### config.mk
export PLATFORM = sky130hd
export DESIGN_NAME = bmf_judge
export DESIGN_NICKNAME = d
export VERILOG_FILES = /design/src/design/bmf_pkg.sv /design/src/design/bmf_judge.sv
export SDC_FILE = /design/constraint.sdc
export NUM_CORES = 1
export LEC_CHECK = 0
export ABC_AREA = 0
export BUFFER_PORTS_ARGS = -buffer_cell sky130_fd_sc_hd__buf_2
export CAP_MARGIN = 5
export CORE_MARGIN = 5
export CORE_UTILIZATION = 51
export CTS_BUF_LIST = sky130_fd_sc_hd__clkbuf_4 sky130_fd_sc_hd__clkbuf_8
export CTS_CLUSTER_DIAMETER = 80
export DETAILED_ROUTE_END_ITERATION = 6
export GPL_ROUTABILITY_DRIVEN = 1
export PLACE_DENSITY = 0.79
export SKIP_CTS_REPAIR_TIMING = 1
export SLEW_MARGIN = 20
export SYNTH_ARGS = -nofsm -noshare
export SYNTH_HDL_FRONTEND = slang
export SYNTH_SLANG_ARGS = --single-unit
### constraint.sdc
create_clock -name clk -period 4.8 [get_ports clk]
set_input_delay 0.24 -clock clk [delete_from_list [all_inputs] [get_ports clk]]
set_output_delay 0.24 -clock clk [all_outputs]
set_load 0.02 [all_outputs]
### src/design/bmf_pkg.sv
package bmf_pkg;

  localparam int WIN             = 5;
  localparam int LINES           = 4;
  localparam int INTERIOR_FACTOR = 13;
  localparam int LIMIT_THREE     = 5 * 3 / 2 + 1;
  localparam int LIMIT_FOUR      = 5 * 4 / 2 + 1;

  localparam logic [10:0] FW_RESET = 11'd640;
  localparam logic [11:0] FH_RESET = 12'd480;
  localparam logic [7:0]  FG_RESET = 8'd255;

  typedef enum logic [1:0] {
    REG_FRAME_WIDTH  = 2'd0,
    REG_FRAME_HEIGHT = 2'd1,
    REG_FG_VALUE     = 2'd2
  } cfg_reg_t;

  typedef logic [7:0] pixel_t;

  // per-pixel info carried from the counters into the window stage
  typedef struct packed {
    pixel_t      px;
    logic [1:0]  y2;
    logic        has_res;
    logic        last_row;
    logic        last_col;
    logic [2:0]  ylo;
    logic [1:0]  xlo;
  } item_t;

  // weighted row partials for one result
  typedef struct packed {
    logic [WIN-1:0][12:0] row_sum;
    logic [WIN-1:0][4:0]  row_cnt;
    logic [1:0]           jlo;
    logic                 run_last;
    logic                 frame_done;
  } part_t;

endpackage

### src/design/bmf_judge.sv
module bmf_judge
  import bmf_pkg::*;
(
  input  logic        clk,
  input  logic        rst,
  input  logic        part_valid,
  output logic        part_ready,
  input  part_t       part,
  input  pixel_t      fg,
  input  logic [11:0] fg13,
  output logic        out_valid,
  input  logic        out_stall,
  output pixel_t      pixel_out,
  output logic        run_last,
  output logic        frame_done
);

  logic        s3_valid;
  part_t       s3_part;
  logic        s3_free;
  logic        out_free;
  logic [12:0] total;
  logic [4:0]  cnt;
  logic        hit;

  assign out_free   = !out_valid || !out_stall;
  assign s3_free    = !s3_valid || out_free;
  assign part_ready = s3_free;

  always_ff @(posedge clk) begin
    if (rst) begin
      s3_valid <= 1'b0;
    end else if (s3_free) begin
      s3_valid <= part_valid;
    end
  end

  always_ff @(posedge clk) begin
    if (s3_free && part_valid) begin
      s3_part <= part;
    end
  end

  always_comb begin
    total = '0;
    cnt   = '0;
    for (int k = 0; k < WIN; k++) begin
      total = total + s3_part.row_sum[k];
      cnt   = cnt + s3_part.row_cnt[k];
    end
    case (s3_part.jlo)
      2'd0:    hit = total > {1'b0, fg13};
      2'd1:    hit = cnt > 5'(LIMIT_FOUR);
      2'd2:    hit = cnt > 5'(LIMIT_THREE);
      default: hit = 1'b0;
    endcase
  end

  always_ff @(posedge clk) begin
    if (rst) begin
      out_valid <= 1'b0;
    end else if (out_free) begin
      out_valid <= s3_valid;
    end
  end

  always_ff @(posedge clk) begin
    if (out_free && s3_valid) begin
      pixel_out  <= hit ? fg : 8'd0;
      run_last   <= s3_part.run_last;
      frame_done <= s3_part.frame_done;
    end
  end

endmodule

==> results.py <==
metrics = {
    "global_route": {
        "grt_antenna_before_repair": 1,
        "grt_max_degree": 49,
        "grt_pass1_vias": 3627,
        "track_usage_pct": 15.93,
        "grt-ovfl-total": 0,
        "grt_pass1_wl_mm": 15.85,
    },
    "sta": {
        "rsz0062_at_grt": "yes",
        "setup_viol": 8,
        "fin_ws_ns": -0.04022,
        "final_hold_viol_count": 0,
        "fmax_mhz": 206.6,
        "post-route-period-util_pct": 100.8,
        "tightest_slew_ns": 0.6322,
        "maxSlewViolCount": 0,
        "slew_headroom_pct": 57.85,
        "worst_hold_slack_ns": 0.02622,
        "period_minus_slack_ns": 4.840,
        "fin_skew_ns": 0.01598,
    },
    "hold_path": {
        "hp-class": "in -> reg",
    },
    "logic_synthesis": {
        "ys_seq_elements": 106,
        "synth.net_count": 587,
        "synth_warnings": 0,
        "yosysTopAreaCellShare_pct": 56.10,
        "synth_area_leaders": "edfxtp_1, fa_1, inv_1",
        "synth_area_per_cell_um2": 14.16,
        "seq_area_frac_synth_pct": 56.82,
        "syn_inst": 393,
        "yosys.area.top_type": "edfxtp_1",
        "synth_cell_types": 38,
        "syn_area_um2": 5567,
    },
    "run": {
        "drv_cap": 0,
    },
    "outcome": {
        "violations": "setup timing",
        "status": "complete, but fails checks",
    },
    "floorplanning": {
        "initial_core_util_pct": 51.80,
        "core_um2": 10750,
        "die_area_um2": 13100,
        "fp.dieH_um": 114.5,
        "pin_count": 130,
        "die_x_um": 114.5,
        "rows": 38,
    },
    "placed_design": {
        "dp_hpwl_mm": 7.802,
        "io_buffers": 129,
        "gp_congestion": 0.8828,
        "dp.cells": 673,
    },
    "clocking": {
        "clock_sinks": 106,
        "cts_max_path_buffers": 2,
        "clk_pin_slew_ns": 0.11,
        "cts_tree": "yes",
        "cts-buffers-inserted": 9,
        "worst_skew_pair.late_latency_ns": 0.39,
        "cts-root-buf": "clkbuf_8",
        "htree_levels": 3,
    },
    "routing": {
        "route.vias.total": 3506,
        "wirelength_mm": 11.32,
        "ant_nets": 0,
        "drc": 0,
        "drt-initial-drc-count": 112,
        "wl_per_cell_um": 15.12,
        "drt-pass1-iter-count": 4,
        "vias_per_cell": 4.681,
    },
    "layout": {
        "final_cells": 749,
        "final_common_cell": "buf_2",
        "fillers": 780,
        "layout_common_cells": "buf_2, inv_1, edfxtp_1",
        "layout-drive-gt1-share_pct": 29.11,
        "fin_nets": 797,
        "synthToLayoutAreaGrowth_pct": 32.10,
    },
    "critical_path": {
        "critPathBufInv": 5,
        "end_kind": "register",
        "crit_top_cell": "inv_1",
        "path_cells": "inv_1, fa_1, inv_1, fa_1, inv_1, fa_1, inv_1, ha_1, or2_2, a21oi_2, a31oi_4, buf_6, nand4_1, o311ai_2, ha_1, nand4_1, or3_1, o21ai_1, a31o_2, a41oi_4, and2_4",
        "cp_slowest_cell": "fa_1",
        "path_delay_family": "adder cells",
        "critPathRequiredTime_ns": 4.95,
        "cp_max_fo": 8,
        "critPathMaxStageDelay_ns": 0.53,
        "path_class": "reg -> reg",
        "crit_path_start_kind": "register",
        "critical_path_arrival_ns": 4.99,
    },
    "power_and_ir_drop": {
        "p_leak_nw": 3.354,
        "vdd_drop_max_mv": 0.2719,
        "p_per_area_nw_per_um2": 431.3,
    },
}
[worst reg2reg max path, stage by stage, from the launching register on]
cell and delay (ns):
edfxtp_1 0.35, inv_1 0.06, fa_1 0.53, inv_1 0.06, fa_1 0.49, inv_1 0.05, fa_1 0.49, inv_1 0.04
ha_1 0.31, or2_2 0.31, a21oi_2 0.18, a31oi_4 0.06, buf_6 0.14, nand4_1 0.09, o311ai_2 0.12, ha_1 0.35
nand4_1 0.08, or3_1 0.32, o21ai_1 0.08, a31o_2 0.14, a41oi_4 0.17, and2_4 0.19
[report_power, final]
group / leakage, nW / switching (mW) / internal (mW)
logic: 2.21 / 0.734 / 0.729
clock network: 0.109 / 0.319 / 0.264
registers: 1.03 / 0.0246 / 1.10
[layout make-up]
type	instances	area (µm²)	share of cell area [%]
clock buffer	11	138.9	1.889
clock inverter	5	70.07	0.9529
inverter	108	405.4	5.513
multi-input combinational	179	2076	28.23
sequential	106	3163	43.02
timing repair buffer	199	1323	17.99
antenna	1	2.502	0.03403
tap	140	175.2	2.382
[registers in the layout, summed over array words and instances, names as in the netlist]
name / flops
s3_part: 94
out_valid: 1
s3_valid: 1
run_last: 1
pixel_out: 8
frame_done: 1
[path summary, 6_finish.rpt]
check	start	end	slack [ns]	depth (start not counted)
worst min register to register	s3_part[1]	run_last	0.45	0
worst min-delay path	part[64]	s3_part[64]	0.03	1
worst max register to register	s3_part[36]	pixel_out[5]	-0.04	21
worst max-delay path	s3_part[36]	pixel_out[5]	-0.04	21
[through the flow]
stage          power [mW]  area [µm²]  setup WS, ns  util [%]  TNS (ns)
4_1_cts             3.034        6681       -0.3379     62.18    -2.625
3_3_place_gp        2.404        6472       -0.1496     60.24    -1.193
5_1_grt             3.432        7353       -0.2926     68.43    -2.308
6_report            3.171        7353      -0.04022     68.43   -0.3038
3_5_place_dp        2.441        6472       -0.3269     60.24    -2.524
2_1_floorplan       2.073        5567        0.1074         -         0
[cells in the mapped netlist, drive strengths merged]
library cell    n
o21ai           9
inv           108
nand2b          2
o311ai          1
nand3           1
o21bai          2
nor3            3
and3            1
dfxtp           2
a41oi           1
a21o            4
a21boi          1
fa             46
o21a            3
or3             1
nor2b           2
a31oi           1
nand4           4
a211oi          1
nor2            6
o31ai           1
nand2           7
o211ai          1
and2            9
a2111oi         3
xnor3           1
nand3b          1
or3b            1
or2             1
ha             30
a211o           1
xor2            5
xnor2          17
a21oi          10
a31o            1
a221oi          1
edfxtp        104
[metal layers]
metal / up-vias / GRT usage, % / part of all wire, %
met4: 0 / 5.067 / 1.4
met1: 1674 / 17.68 / 36
li1: 1714 / - / -
met2: 100 / 28.48 / 57
met3: 18 / 5.655 / 6.2
met5: - / 0 / 0
[kinds of logic (layout without fill, tap and decap cells)]
| group | Yosys count | count (layout) | share of synthesized area [%] |
|---|---|---|---|
| buf+inv | 108 | 323 | 7.283 |
| flops | 106 | 106 | 56.82 |
| fa+ha+maj | 76 | 76 | 23.29 |
| compound gates | 41 | 41 | 4.968 |
| simple gates | 39 | 39 | 3.776 |
| xor+xnor | 23 | 23 | 3.866 |
| other cells | 0 | 1 | 0 |
Note: power is estimated with default switching activity, not from simulation.
