File: src/design/bmf_pkg.sv
package bmf_pkg;

  localparam int WIN             = 5;
  localparam int LINES           = 4;
  localparam int INTERIOR_FACTOR = 13;
  localparam int LIMIT_THREE     = 5 * 3 / 2 + 1;
  localparam int LIMIT_FOUR      = 5 * 4 / 2 + 1;

  localparam logic [10:0] FW_RESET = 11'd640;
  localparam logic [11:0] FH_RESET = 12'd480;
  localparam logic [7:0]  FG_RESET = 8'd255;

  typedef enum logic [1:0] {
    REG_FRAME_WIDTH  = 2'd0,
    REG_FRAME_HEIGHT = 2'd1,
    REG_FG_VALUE     = 2'd2
  } cfg_reg_t;

  typedef logic [7:0] pixel_t;

  // per-pixel info carried from the counters into the window stage
  typedef struct packed {
    pixel_t      px;
    logic [1:0]  y2;
    logic        has_res;
    logic        last_row;
    logic        last_col;
    logic [2:0]  ylo;
    logic [1:0]  xlo;
  } item_t;

  // weighted row partials for one result
  typedef struct packed {
    logic [WIN-1:0][12:0] row_sum;
    logic [WIN-1:0][4:0]  row_cnt;
    logic [1:0]           jlo;
    logic                 run_last;
    logic                 frame_done;
  } part_t;

endpackage

File: src/design/bmf_window.sv
module bmf_window
  import bmf_pkg::*;
#(
  parameter int XW = 10
) (
  input  logic                clk,
  input  logic                rst,
  input  logic                in_load,
  input  logic [XW-1:0]       in_x,
  input  item_t               in_item,
  output logic                s1_free,
  input  logic [8*LINES-1:0]  rd_data,
  output logic                wr_en,
  output logic [XW-1:0]       wr_addr,
  output logic [8*LINES-1:0]  wr_data,
  output logic                part_valid,
  input  logic                part_ready,
  output part_t               part
);

  logic          s1_valid;
  logic [XW-1:0] s1_x;
  item_t         s1_item;
  logic          s1_go;

  logic       s2_valid;
  logic [1:0] ri;
  logic [1:0] ci;
  logic [1:0] nr_m;
  logic [1:0] nc_m;
  logic [2:0] s2_ylo;
  logic [1:0] s2_xlo;
  logic       s2_fend;
  logic       s2_last;
  logic       s2_emit;
  logic       s2_done;
  logic       s2_free;

  pixel_t     win [WIN][WIN];
  pixel_t     col [WIN];
  logic [1:0] jlo;
  logic [10:0] rsum [WIN];
  logic [2:0]  rcnt [WIN];
  logic [2:0]  slot [WIN];
  logic [2:0]  mult [WIN];

  assign s2_last = (ri == nr_m) && (ci == nc_m);
  assign s2_emit = s2_valid && part_ready;
  assign s2_done = s2_emit && s2_last;
  assign s2_free = !s2_valid || s2_done;
  assign s1_go   = s1_valid && s2_free;
  assign s1_free = !s1_valid || s2_free;

  always_ff @(posedge clk) begin
    if (rst) begin
      s1_valid <= 1'b0;
    end else if (in_load) begin
      s1_valid <= 1'b1;
    end else if (s1_go) begin
      s1_valid <= 1'b0;
    end
  end

  always_ff @(posedge clk) begin
    if (in_load) begin
      s1_x    <= in_x;
      s1_item <= in_item;
    end
  end

  // new window column: rows y-4..y-1 from the line store lanes, row y is the pixel
  always_comb begin
    for (int k = 0; k < LINES; k++) begin
      col[k] = rd_data[8*(2'(s1_item.y2 + 2'(k))) +: 8];
    end
    col[WIN-1] = s1_item.px;
    wr_data = rd_data;
    wr_data[8*s1_item.y2 +: 8] = s1_item.px;
  end

  assign wr_en   = s1_go;
  assign wr_addr = s1_x;

  always_ff @(posedge clk) begin
    if (s1_go) begin
      for (int k = 0; k < WIN; k++) begin
        for (int j = 0; j < WIN - 1; j++) begin
          win[k][j] <= win[k][j+1];
        end
        win[k][WIN-1] <= col[k];
      end
    end
  end

  always_ff @(posedge clk) begin
    if (rst) begin
      s2_valid <= 1'b0;
    end else if (s1_go) begin
      s2_valid <= s1_item.has_res;
    end else if (s2_done) begin
      s2_valid <= 1'b0;
    end
  end

  always_ff @(posedge clk) begin
    if (s1_go) begin
      ri      <= 2'd0;
      ci      <= 2'd0;
      nr_m    <= s1_item.last_row ? 2'd2 : 2'd0;
      nc_m    <= s1_item.last_col ? 2'd2 : 2'd0;
      s2_ylo  <= s1_item.ylo;
      s2_xlo  <= s1_item.xlo;
      s2_fend <= s1_item.last_row && s1_item.last_col;
    end else if (s2_emit && !s2_last) begin
      if (ci == nc_m) begin
        ci <= 2'd0;
        ri <= ri + 2'd1;
      end else begin
        ci <= ci + 2'd1;
      end
    end
  end

  // rows repeated at the frame edges show up as a multiplicity per window row;
  // rows above the frame top hold unwritten lanes and are left out entirely
  always_comb begin
    jlo = (ci > s2_xlo) ? ci : s2_xlo;
    for (int k = 0; k < WIN; k++) begin
      rsum[k] = '0;
      rcnt[k] = '0;
      for (int j = 0; j < WIN; j++) begin
        if ((3'(j) >= {1'b0, jlo}) && (3'(k) >= s2_ylo)) begin
          rsum[k] = rsum[k] + 11'(win[k][j]);
          rcnt[k] = rcnt[k] + 3'(win[k][j] != 8'd0);
        end
      end
    end
    for (int d = 0; d < WIN; d++) begin
      slot[d] = 3'({1'b0, ri}) + 3'(d);
      if (slot[d] > 3'd4) slot[d] = 3'd4;
      if (slot[d] < s2_ylo) slot[d] = s2_ylo;
    end
    for (int k = 0; k < WIN; k++) begin
      mult[k] = '0;
      for (int d = 0; d < WIN; d++) begin
        if (slot[d] == 3'(k)) mult[k] = mult[k] + 3'd1;
      end
    end
    for (int k = 0; k < WIN; k++) begin
      part.row_sum[k] = 13'({3'b0, rsum[k]} * {11'b0, mult[k]});
      part.row_cnt[k] = 5'({3'b0, rcnt[k]} * {3'b0, mult[k]});
    end
    part.jlo        = jlo;
    part.run_last   = s2_last;
    part.frame_done = s2_last && s2_fend;
  end

  assign part_valid = s2_valid;

endmodule

File: config.mk
export PLATFORM = sky130hd
export DESIGN_NAME = bmf_window
export DESIGN_NICKNAME = d
export VERILOG_FILES = /design/src/design/bmf_pkg.sv /design/src/design/bmf_window.sv
export SDC_FILE = /design/constraint.sdc
export NUM_CORES = 1
export LEC_CHECK = 0
export ABC_AREA = 1
export BUFFER_PORTS_ARGS = -buffer_cell sky130_fd_sc_hd__buf_2
export CORE_ASPECT_RATIO = 1.1
export CORE_MARGIN = 1
export CORE_UTILIZATION = 35
export CTS_CLUSTER_SIZE = 10
export DETAILED_ROUTE_END_ITERATION = 6
export GPL_TIMING_DRIVEN = 0
export PLACE_DENSITY = 0.6
export SLEW_MARGIN = 20
export SYNTH_ARGS = -nofsm -noshare
export SYNTH_HDL_FRONTEND = slang
export SYNTH_SLANG_ARGS = --single-unit
File: constraint.sdc
create_clock -name clk -period 13.35 [get_ports clk]
set_clock_uncertainty 0.05 [all_clocks]
set_input_delay 0.6675 -clock clk [delete_from_list [all_inputs] [get_ports clk]]
set_output_delay 0.6675 -clock clk [all_outputs]
set_load 0.02 [all_outputs]
==> results.sh <==
export IMPL_grt_pass1_wl_microns=99200
export IMPL_rsz0062_at_grt="false"
export IMPL_core_rowCount=99
export IMPL_synth_top_cell_area_share_pct=29.7
export IMPL_ys_top_cells_by_area="edfxtp_1 30%, ha_1 16%, inv_1 9.6%"
export IMPL_ys_types=55
export IMPL_reg2reg_from="s1_item[9]"
export IMPL_first_iter_violations=1021
export IMPL_rr_worst_depth=8
export IMPL_avgViaCountPerCell=4.83
export IMPL_peakVddDrop_v=0.0000760
export IMPL_crit_type="reg2out"
export IMPL_seq_area_frac_synth_pct=30.2
export IMPL_synth_edff_count=236
export IMPL_post_place_ws_ps=3850
export IMPL_crit_path_frequent_cell="inv_1"
export IMPL_numCtsBuffers=34
export IMPL_cpMaxStageDelayCell="o21ai_0"
export IMPL_drcViolationCount=0
export IMPL_startpoint_type="flop"
export IMPL_avgRoutedWirePerCell_microns=14.9
export IMPL_die_h_microns=276
export IMPL_post_dp_cell_area_sq_um=26000
export IMPL_tns_ps=0
export IMPL_synthArstFlopShare_pct=0
export IMPL_vias=20200
export IMPL_cts_repair_resized=0
export IMPL_grt_max_degree=105
export IMPL_synth_nets=3513
export IMPL_r2r_end="win[3][7]"
export IMPL_yosysTopAreaCell="edfxtp_1"
export IMPL_grt_pass1_vias=19300
export IMPL_place_hpwl_microns=50600
export IMPL_worstSetupStartpoint="s2_ylo[2]"
export IMPL_num_io_pins=203
export IMPL_crit_arrival_ps=9150
export IMPL_rrSetupSlack_ps=9950
export IMPL_finalCoreUtilization_pct=40.5
export IMPL_required_ps=12630
export IMPL_finalHoldViolCount=0
export IMPL_yosysWarnings=0
export IMPL_die_x_microns=251
export IMPL_max_clock_path_buffers=3
export IMPL_layout_setup_ws_ps=3480
export IMPL_syn2layout_area_growth_pct=13.5
export IMPL_cpPeakStageDelay_ps=750
export IMPL_fin_crit_sh_pct=73.9
export IMPL_postSynthAreaPerCell_sq_um=7.80
export IMPL_layout_nets=3753
export IMPL_ant_nets=0
export IMPL_p_leak_nw=13.8
export IMPL_power_w=0.00290
export IMPL_tightest_slew_ps=1070
export IMPL_cts_hold_buf=0
export IMPL_post_cts_buffers=0
export IMPL_gp_congestion=0.922
export IMPL_clock_fmax_ghz=0.101
export IMPL_ys_flop_type="edfxtp_1"
export IMPL_final_setup_viol_count=0
export IMPL_coreArea_sq_um=66900
export IMPL_endpoint_kind="output pin"
export IMPL_insertion_delay_ps=550
export IMPL_crit_end="part[93]"
export IMPL_min_period_ps=9870
export IMPL_powerDensity_nw_per_um2=107
export IMPL_start_util_pct=35.6
export IMPL_ys_ff_latch=242
export IMPL_slew_viol_final=0
export IMPL_die_area_sq_um=69200
export IMPL_synth_area_sq_um=23800
export IMPL_drt_pass1_iterations=5
export IMPL_max_slew_margin_rel_pct=28.5
export IMPL_grt_usage_pct=18.0
export IMPL_grt_remaining_overflow=0
export IMPL_cts_tree="yes"
export IMPL_antenna_found_initial=4
export IMPL_crit_fanout=14
export IMPL_outcome="finished clean"
export IMPL_clockRootBuffer="clkbuf_16"
export IMPL_cts_htree_levels=2
export IMPL_hold_class="in2reg"
export IMPL_drt_total_wl_microns=62300
export IMPL_final_area_sq_um=27100
export IMPL_layout_drive_gt1_share_pct=10.0
export IMPL_synth_cells=3056
export IMPL_clkSinkCount=242
export IMPL_drv_cap=0
export IMPL_clk_pin_slew_ps=50
export IMPL_io_buffers=202
==> metrics by stage <==
step           cells  hold WS [ps]
4_1_cts         4173           211
3_5_place_dp    4118           358
2_1_floorplan   3056           350
5_1_grt         4175           220
3_3_place_gp    4116           352
6_report        4175           239
==> logic make-up after synthesis <==
| family | Yosys count | synth area share (%) |
|---|---|---|
| simple gates | 1150 | 20.9 |
| buf+inv | 674 | 10.7 |
| compound gates | 503 | 11.5 |
| fa+ha+maj | 393 | 23.1 |
| flops | 242 | 30.2 |
| xor+xnor | 94 | 3.49 |
==> cell type report <==
| cell class | count | area (sq um) |
|---|---|---|
| well taps | 858 | 1070 |
| clock buffers | 40 | 873 |
| diodes | 2 | 5.00 |
| clock inverters | 15 | 196 |
| multi-input cells | 2140 | 14100 |
| inverters | 626 | 2370 |
| plain buffers | 48 | 203 |
| fillers | 6934 | 39800 |
| repair buffers | 204 | 1070 |
| flip-flops and latches | 242 | 7210 |
==> worst min path at each step <==
stage,startpoint,endpoint,slack [ps],cells after the start
3_5_place_dp,s1_item[2],s2_ylo[0],360,0
5_1_grt,in_x[5],wr_addr[5],220,1
3_3_place_gp,s1_item[2],s2_ylo[0],350,0
2_1_floorplan,s1_item[0],s2_xlo[0],350,0
6_report,in_item[10],col[0],240,1
4_1_cts,in_item[10],col[0],210,1
==> worst max-delay path: cells and delay by family, from the launching register on <==
family | cells | cell delay, ps
compound gates | 10 | 2410
fa+ha+maj | 7 | 2230
buf+inv | 12 | 2220
simple gates | 7 | 900
flops | 1 | 530
xor+xnor | 2 | 310
==> layer usage <==
metal | up-vias | track usage (%) | share of wire, %
met2 | 427 | 30.8 | 47
met4 | 0 | 6.83 | 3.0
met3 | 98 | 2.82 | 4.6
met5 | - | 0 | 0
li1 | 10500 | - | -
met1 | 9153 | 22.8 | 46
==> where the power goes <==
group,switching [W],leakage [nW],internal [W]
logic,0.000727,11.0,0.000340
clock network,0.000355,0.519,0.000544
registers,0.0000423,2.27,0.000894
total,0.00112,13.8,0.00178
==> layout by cell type, fill, tap and decap left out, types with 7 or more instances in the layout <==
cell / count
inv_1: 611
nand4_1: 20
o32ai_1: 8
nand3_1: 94
nor4_1: 51
fa_1: 80
nor3_1: 59
buf_2: 208
inv_2: 8
nor2_1: 328
nand2_1: 528
clkbuf_16: 34
clkbuf_1: 39
a21oi_1: 216
o21ai_0: 196
edfxtp_1: 236
xor2_1: 72
or2_2: 10
o22ai_1: 24
ha_1: 313
o21bai_1: 19
nor2_4: 7
nand2_2: 18
xnor2_1: 21
==> sequential cells by signal, indices dropped and copies added, names as in the netlist <==
name	count
col	8
s1_valid	1
s1_item	10
nr_m	1
win	200
s2_fend	1
nc_m	1
s2_xlo	2
s2_ylo	3
wr_addr	10
part_valid	1
ci	2
ri	2
==> cells in the mapped netlist (7+ instances only) <==
cell        n
inv_1     612
nand2_1   528
nor2_1    328
ha_1      313
edfxtp_1  236
a21oi_1   216
o21ai_0   196
nand3_1    94
fa_1       80
xor2_1     72
nor3_1     59
nor4_1     51
clkbuf_1   33
o22ai_1    24
xnor2_1    21
nand4_1    20
o21bai_1   19
nand2_2    18
or2_2      10
inv_2       8
o32ai_1     8
nor2_4      7
(Power assumes the default switching activity.)
